### src/bcq_pkg.sv
`default_nettype none

package bcq_pkg;

	// Configuration register indexes
	localparam int unsigned CFG_IDX_W = 3;
	localparam logic [CFG_IDX_W-1:0] REG_ACTIVE_LEVEL    = 3'd0;
	localparam logic [CFG_IDX_W-1:0] REG_DEBOUNCE_MS     = 3'd1;
	localparam logic [CFG_IDX_W-1:0] REG_DOUBLE_CLICK_MS = 3'd2;
	localparam logic [CFG_IDX_W-1:0] REG_LONG_PRESS_MS   = 3'd3;
	localparam logic [CFG_IDX_W-1:0] REG_REPEAT_MS       = 3'd4;

	localparam int unsigned CFG_DATA_W = 16;
	localparam int unsigned TIME_W     = 32;

	// Input request kinds
	localparam logic OP_POLL   = 1'b0;
	localparam logic OP_CANCEL = 1'b1;

	// Stream widths: input tdata holds raw_level and now_ms, output tdata the result
	localparam int unsigned IN_DATA_W  = 40;
	localparam int unsigned OUT_DATA_W = 16;

	// Result flags, pushed in the lowest bit
	typedef struct packed {
		logic is_off;
		logic is_on;
		logic repeat_event;
		logic long_press;
		logic second_push;
		logic double_click;
		logic single_click;
		logic released;
		logic pushed;
	} result_t;

	localparam int unsigned RESULT_W = $bits(result_t);

endpackage

`default_nettype wire

### src/button_click_qualifier_core.sv
`default_nettype none

// Channel   Direction  Handshake                      Payload
// s_axis    in         s_axis_tvalid / s_axis_tready  tuser: opcode; tdata: raw_level, now_ms
// m_axis    out        m_axis_tvalid / m_axis_tready  tdata: pushed .. is_off
// cfg       in         cfg_valid / cfg_ready          cfg_index, cfg_data
//
// One result per request. A request is held in the input register and
// is evaluated against the qualifier state on the way into the output register,
// so a new request is taken every cycle while results are drained.
// The output register stalls the input register only when it is full and not taken.
// arst_n clears the qualifier state and loads the register defaults.

module button_click_qualifier_core (
	input  wire logic                                clk,
	input  wire logic                                arst_n,
	// s_axis
	input  wire logic                                s_axis_tvalid,
	output      logic                                s_axis_tready,
	input  wire logic [bcq_pkg::IN_DATA_W-1:0]       s_axis_tdata,  // [0] raw_level, [32:1] now_ms
	input  wire logic                                s_axis_tuser,  // [0] opcode
	// m_axis
	output      logic                                m_axis_tvalid,
	input  wire logic                                m_axis_tready,
	output      logic [bcq_pkg::OUT_DATA_W-1:0]      m_axis_tdata,  // [0] pushed, [1] released,
	                                                                 // [2] single_click,
	                                                                 // [3] double_click,
	                                                                 // [4] second_push,
	                                                                 // [5] long_press,
	                                                                 // [6] repeat_event,
	                                                                 // [7] is_on, [8] is_off
	// configuration
	input  wire logic                                cfg_valid,
	output      logic                                cfg_ready,
	input  wire logic [bcq_pkg::CFG_IDX_W-1:0]       cfg_index,
	input  wire logic [bcq_pkg::CFG_DATA_W-1:0]      cfg_data
);

	localparam int unsigned TW = bcq_pkg::TIME_W;
	localparam int unsigned CW = bcq_pkg::CFG_DATA_W;

	// Configuration registers
	logic          active_level_q;
	logic [CW-1:0] debounce_ms_q;
	logic [CW-1:0] double_click_ms_q;
	logic [CW-1:0] long_press_ms_q;
	logic [CW-1:0] repeat_ms_q;

	// Input stage
	logic          valid_s1;
	logic          opcode_s1;
	logic          raw_s1;
	logic [TW-1:0] now_s1;

	// Qualifier state
	logic          level_on_q, level_off_q, prev_on_q, in_debounce_q;
	logic [TW-1:0] debounce_start_q;
	logic          click_pending_q, click_releasing_q, double_pending_q;
	logic [TW-1:0] click_start_q;
	logic          long_holding_q;
	logic [TW-1:0] repeat_start_q;

	// Output register
	logic              out_valid_q;
	bcq_pkg::result_t  result_q;

	// Next state
	logic          level_on_d, level_off_d, prev_on_d, in_debounce_d;
	logic [TW-1:0] debounce_start_d;
	logic          click_pending_d, click_releasing_d, double_pending_d;
	logic [TW-1:0] click_start_d;
	logic          long_holding_d;
	logic [TW-1:0] repeat_start_d;
	bcq_pkg::result_t result_d;

	logic advance;
	logic fire;

	assign advance       = !out_valid_q || m_axis_tready;
	assign fire          = valid_s1 && advance;
	assign s_axis_tready = !valid_s1 || advance;
	assign cfg_ready     = 1'b1;
	assign m_axis_tvalid = out_valid_q;
	assign m_axis_tdata  = {{(bcq_pkg::OUT_DATA_W - bcq_pkg::RESULT_W){1'b0}}, result_q};

	// Evaluate one request against the held state
	always_comb begin
		logic poll;
		logic sample;
		logic lvl;
		logic edge_seen;
		logic [TW-1:0] deb_diff;
		logic [TW-1:0] dcl_diff;
		logic [TW-1:0] lng_diff;
		logic [TW-1:0] rep_diff;

		level_on_d        = level_on_q;
		level_off_d       = level_off_q;
		prev_on_d         = prev_on_q;
		in_debounce_d     = in_debounce_q;
		debounce_start_d  = debounce_start_q;
		click_pending_d   = click_pending_q;
		click_releasing_d = click_releasing_q;
		double_pending_d  = double_pending_q;
		click_start_d     = click_start_q;
		long_holding_d    = long_holding_q;
		repeat_start_d    = repeat_start_q;
		result_d          = '0;

		poll   = (opcode_s1 == bcq_pkg::OP_POLL);
		sample = poll && !in_debounce_q;
		lvl    = raw_s1 ^ !active_level_q;

		// Sample the level and find edges
		deb_diff = now_s1 - debounce_start_q;
		if (sample) begin
			level_on_d  = lvl;
			level_off_d = !lvl;
		end
		result_d.pushed   = sample && lvl && !prev_on_q;
		result_d.released = sample && !lvl && prev_on_q;
		edge_seen         = result_d.pushed || result_d.released;

		// Hold off sampling after an edge
		if (poll) begin
			if (in_debounce_q) begin
				if (deb_diff > {{(TW-CW){1'b0}}, debounce_ms_q})
					in_debounce_d = 1'b0;
			end else if (edge_seen) begin
				in_debounce_d    = 1'b1;
				debounce_start_d = now_s1;
			end
		end

		// Click sequence
		if (result_d.pushed && click_releasing_d) begin
			double_pending_d     = 1'b1;
			click_releasing_d    = 1'b0;
			result_d.second_push = 1'b1;
		end
		if (result_d.released && double_pending_d) begin
			double_pending_d      = 1'b0;
			result_d.double_click = 1'b1;
		end
		if (result_d.pushed && !click_pending_d && !double_pending_d) begin
			click_start_d   = now_s1;
			click_pending_d = 1'b1;
		end
		if (result_d.released && click_pending_d) begin
			click_releasing_d = 1'b1;
			click_pending_d   = 1'b0;
		end
		dcl_diff = now_s1 - click_start_d;
		if (sample && click_releasing_d &&
		    dcl_diff > {{(TW-CW){1'b0}}, double_click_ms_q}) begin
			click_releasing_d     = 1'b0;
			result_d.single_click = 1'b1;
		end

		// Drop a pending single click on cancel
		if (!poll)
			click_pending_d = 1'b0;

		// Long press and auto-repeat on the retained level
		lng_diff = now_s1 - click_start_d;
		if (result_d.pushed)
			repeat_start_d = now_s1;
		rep_diff = now_s1 - repeat_start_d;
		if (poll) begin
			if (level_on_d && lng_diff > {{(TW-CW){1'b0}}, long_press_ms_q} &&
			    !long_holding_q) begin
				long_holding_d      = 1'b1;
				result_d.long_press = 1'b1;
				click_pending_d     = 1'b0;
				double_pending_d    = 1'b0;
			end
			if (level_off_d)
				long_holding_d = 1'b0;
			result_d.repeat_event = result_d.pushed;
			if (level_on_d && rep_diff > {{(TW-CW){1'b0}}, repeat_ms_q}) begin
				repeat_start_d        = now_s1;
				result_d.repeat_event = 1'b1;
			end
			prev_on_d = level_on_d;
		end

		result_d.is_on  = level_on_d;
		result_d.is_off = level_off_d;
	end

	// Configuration writes
	always_ff @(posedge clk or negedge arst_n) begin
		if (!arst_n) begin
			active_level_q    <= 1'b1;
			debounce_ms_q     <= CW'(20);
			double_click_ms_q <= CW'(300);
			long_press_ms_q   <= CW'(1000);
			repeat_ms_q       <= CW'(200);
		end else if (cfg_valid && cfg_ready) begin
			unique case (cfg_index)
				bcq_pkg::REG_ACTIVE_LEVEL:    active_level_q    <= cfg_data[0];
				bcq_pkg::REG_DEBOUNCE_MS:     debounce_ms_q     <= cfg_data;
				bcq_pkg::REG_DOUBLE_CLICK_MS: double_click_ms_q <= cfg_data;
				bcq_pkg::REG_LONG_PRESS_MS:   long_press_ms_q   <= cfg_data;
				bcq_pkg::REG_REPEAT_MS:       repeat_ms_q       <= cfg_data;
				default: ;
			endcase
		end
	end

	// Input register
	always_ff @(posedge clk or negedge arst_n) begin
		if (!arst_n) begin
			valid_s1 <= 1'b0;
		end else if (s_axis_tready) begin
			valid_s1 <= s_axis_tvalid;
		end
	end

	always_ff @(posedge clk) begin
		if (s_axis_tvalid && s_axis_tready) begin
			opcode_s1 <= s_axis_tuser;
			raw_s1    <= s_axis_tdata[0];
			now_s1    <= s_axis_tdata[TW:1];
		end
	end

	// Qualifier state, advanced once per request
	always_ff @(posedge clk or negedge arst_n) begin
		if (!arst_n) begin
			level_on_q        <= 1'b0;
			level_off_q       <= 1'b0;
			prev_on_q         <= 1'b0;
			in_debounce_q     <= 1'b0;
			debounce_start_q  <= '0;
			click_pending_q   <= 1'b0;
			click_releasing_q <= 1'b0;
			double_pending_q  <= 1'b0;
			click_start_q     <= '0;
			long_holding_q    <= 1'b0;
			repeat_start_q    <= '0;
		end else if (fire) begin
			level_on_q        <= level_on_d;
			level_off_q       <= level_off_d;
			prev_on_q         <= prev_on_d;
			in_debounce_q     <= in_debounce_d;
			debounce_start_q  <= debounce_start_d;
			click_pending_q   <= click_pending_d;
			click_releasing_q <= click_releasing_d;
			double_pending_q  <= double_pending_d;
			click_start_q     <= click_start_d;
			long_holding_q    <= long_holding_d;
			repeat_start_q    <= repeat_start_d;
		end
	end

	// Output register
	always_ff @(posedge clk or negedge arst_n) begin
		if (!arst_n) begin
			out_valid_q <= 1'b0;
		end else if (advance) begin
			out_valid_q <= valid_s1;
		end
	end

	always_ff @(posedge clk) begin
		if (fire)
			result_q <= result_d;
	end

endmodule

`default_nettype wire
### config.mk
export PLATFORM = sky130hd
export DESIGN_NAME = button_click_qualifier_core
export DESIGN_NICKNAME = d
export VERILOG_FILES = /design/src/bcq_pkg.sv /design/src/button_click_qualifier_core.sv
export SDC_FILE = /design/constraint.sdc
export NUM_CORES = 1
export LEC_CHECK = 0
export ABC_AREA = 1
export BUFFER_PORTS_ARGS = -buffer_cell sky130_fd_sc_hd__buf_2
export CORE_MARGIN = 4
export CORE_UTILIZATION = 50
export DETAILED_ROUTE_END_ITERATION = 10
export PLACE_DENSITY = 0.68
export SYNTH_ARGS = -nofsm -noshare
export SYNTH_HDL_FRONTEND = slang
export SYNTH_SLANG_ARGS = --single-unit
### constraint.sdc
create_clock -name clk -period 5.1 [get_ports clk]
set_input_delay 0 -clock clk [delete_from_list [all_inputs] [get_ports clk]]
set_output_delay 0 -clock clk [all_outputs]
set_load 0.05 [all_outputs]
==> impl_metrics.csv <==
group,metric,value,unit
drt,top_layer,"met4",
critical_path,r2r_setup_slack,0.29,ns
critical_path,crit_path_end,"repeat_start_q[24]",
power_and_ir_drop,ir_drop,424,uV
place,dp_hpwl,38.0,mm
synthesis,synth-xor-area-share,3.81,%
timing,min_period_over_period,94.4,%
floorplanning,io_pins,84,
finish,diodes,0,
floorplanning,rows,65,
power_and_ir_drop,power.static_leakage,0.00953,uW
drt,wl_met2,22.3,mm
synthesis,synth_top_family_by_area,"simple AND/OR/NAND/NOR gates",
clock_tree,cts_made_buffers,25,
clock_tree,ctsRootBufferMaster,"clkbuf_16",
grt,grt_pass1_vias,15175,
clock_tree,clkSinkCount,214,
finish,nFillCells,2976,
floorplanning,die-area,35600,um^2
drt,routed_wl,50.2,mm
drt,drtAntennaViolNets,0,
critical_path,cp.arrival,5.25,ns
finish,multi_input_area,9270,um^2
clock_tree,clk_path_buf_depth,3,
timing,setup_viol,0,
drt,wire_per_inst,17.6,um
floorplanning,initial_utilization,51.2,%
drt,dr_wl_met3,3.25,mm
critical_path,r2r_end,"repeat_start_q[24]",
timing,fmax,208,MHz
drt,route.vias.total,15690,
finish,area_growth,15.9,%
grt,grt_pass1_wl,79.1,mm
drt,wl_met1,22.4,mm
finish,nets,2607,
grt,overflow,0,
synthesis,synth_cell_type_count,58,
synthesis,synth_compound_area_share,15.0,%
place,place_congestion,0.992,
drt,vias_per_cell,5.51,
clock_tree,path_clk_slew,0.07,ns
critical_path,required,5.54,ns
timing,post-route-min-period,4.81,ns
clock_tree,clkLatencyLatePin,0.55,ns
synthesis,synthAdderAreaFrac,11.5,%
critical_path,cp_common_cell,"nand2_1",
timing,hold_viol_final,0,
timing,drv_slew,0,
drt,drt-pass1-iter-count,5,
critical_path,cp-end-kind,"flip-flop",
critical_path,cpPeakStageDelay,0.54,ns
floorplanning,fp.dieH,189,um
run,cap_violations,0,
timing,maxSlewHeadroom,23.4,%
synthesis,yosys_warnings,0,
timing,fin_skew,0.0178,ns
critical_path,slowest_stage,"dfstp_2",
drt,drt-initial-drc-count,1138,
critical_path,crit_start,"active_level_q",
finish,seq_area,5590,um^2
clock_tree,cts_max_level,1,
place,place_inst,2735,
synthesis,syn_area,16300,um^2
synthesis,synth_top_area_share,23.7,%
grt,antenna_found_initial,1,
synthesis,syn_inst,2253,
critical_path,start_kind,"flip-flop",
critical_path,reg2regPathDepth,28,
timing,worst_pin_slew,1.14,ns
hold_path,hold_class,"in2async",
drt,route.detailed.drc,0,
synthesis,synth_seq_cells,214,
clock_tree,tritoncts,"built",
timing,hold_ws,0.129,ns
grt,grt.total_usage,27.5,%
synthesis,synth_area_leaders,"dfrtp_1 24%, nand2_1 14%, ha_1 11%",
finish,drive_above_1_share,10.5,%
critical_path,r2r_start,"active_level_q",
synthesis,synth_largest_area_cell,"dfrtp_1",
synthesis,ys_seq_area_share,34.2,%
status,status,"finished clean",
grt,grt_max_degree,99,
finish,layout.cells.non_filler,2847,
power_and_ir_drop,power_density,659,nW/um^2
floorplanning,core_area,31900,um^2
place,io_buffers,68,
floorplanning,die_w,189,um
synthesis,syn_area_per_cell,7.25,um^2
synthesis,muxShareOfSynthArea,0,%
synthesis,synthSimpleGateAreaFrac,25.9,%
critical_path,worstPathMaxFanout,18,
critical_path,worstSetupPathType,"reg2reg",
[repair_timing]
item	in CTS	in global routing
hold buffers	57	0
setup buffers	0	5
gates resized for setup	0	29
setup endpoints to repair	0	37
endpoints found under the hold margin	182	0
[synthesized netlist by cell type (all sizes together)]
library cell  number
a2111oi            1
a211oi             6
a21boi             7
a21o               9
a21oi            133
a221oi             4
a311oi             2
a31oi              5
and3               1
buf               18
clkbuf            48
clkinv             1
conb               2
dfrtp            155
dfstp             16
edfxtp            43
fa                 2
ha               147
inv              328
nand2            645
nand3            116
nand3b             5
nand4             56
nor2             113
nor3              27
nor3b              2
nor4               6
o2111ai            2
o211ai             6
o21a               4
o21ai            250
o21bai            10
o221a              1
o221ai             7
o22ai              1
o31ai              1
or2                1
or3                1
xnor2             23
xor2              48
[metal layers]
metal	vias to the layer above	global-route usage, %
met1	7326	38.9
met5	-	0
li1	7702	-
met4	0	10.3
met2	559	43.5
met3	103	3.37
[logic make-up after synthesis]
family | Yosys count
flip-flops | 214
AO/OA/AOI/OAI | 449
XOR/XNOR | 71
buffers and inverters | 395
adder cells (fa/ha/maj) | 149
other | 2
AND/OR/NAND/NOR | 973
[stage by stage]
stage / cell area (um^2) / power [uW] / util, % / TNS [ns] / setup slack (ns)
2_1_floorplan: 16400 / 8260 / - / 0 / 0.260
3_3_place_gp: 17300 / 10100 / 54.2 / 0 / 0.311
3_5_place_dp: 17300 / 10300 / 54.2 / 0 / 0.177
4_1_cts: 18700 / 12300 / 58.8 / 0 / 0.139
5_1_grt: 18900 / 13700 / 59.4 / -0.109 / -0.0280
6_report: 18900 / 12500 / 59.4 / 0 / 0.288
[cell type report]
type / instances / area share (%)
Clock inverter: 14 / 0.846
Sequential cell: 214 / 29.5
Inverter: 329 / 6.54
Multi-Input combinational cell: 1650 / 49.0
Timing Repair Buffer: 173 / 7.46
Clock buffer: 32 / 3.77
Tap cell: 435 / 2.87
[report_power, final]
group / leakage, uW / switching, uW / total [uW] / internal, uW
logic: 0.00658 / 4990 / 7950 / 2960
clock network: 0.000424 / 783 / 1890 / 1100
registers: 0.00253 / 330 / 2640 / 2310
[layout by cell type (no fill, tap or decap), types with 43 or more instances in the layout]
master,instances
dlygate4sd3_1,57
dfrtp_1,155
nand4_1,56
a21oi_1,127
edfxtp_1,43
ha_1,147
inv_1,315
nand2_1,628
nand3_1,96
nor2_1,102
buf_2,67
xor2_1,48
o21ai_0,234
[worst max-delay path: cells and delay by family (launching register included)]
kind / cells / cell delay, ns
adder cells (fa/ha/maj): 1 / 0.34
AO/OA/AOI/OAI: 6 / 1.30
buffers and inverters: 8 / 1.02
flip-flops: 1 / 0.54
AND/OR/NAND/NOR: 13 / 1.47
[worst min-delay path by stage]
| stage | from | endpoint | slack [ns] |
|---|---|---|---|
| final | arst_n | repeat_ms_q[0] | 0.13 |
| after global routing | s_axis_tdata[15] | now_s1[14] | 0.15 |
| after CTS | s_axis_tdata[15] | now_s1[14] | 0.14 |
| after detailed placement | s_axis_tdata[13] | now_s1[12] | 0.18 |
| after global placement | arst_n | level_on_q | 0.17 |
| after floorplan | arst_n | click_pending_q | -0.30 |
[flip-flops by register name, indices dropped and copies added, names as in the netlist, 9 cells and up]
name               flops
click_start_q         32
debounce_start_q      32
now_s1                32
repeat_start_q        32
debounce_ms_q         16
double_click_ms_q     16
long_press_ms_q       16
repeat_ms_q           16
m_axis_tdata           9
Note: power is estimated with default switching activity, not from simulation.
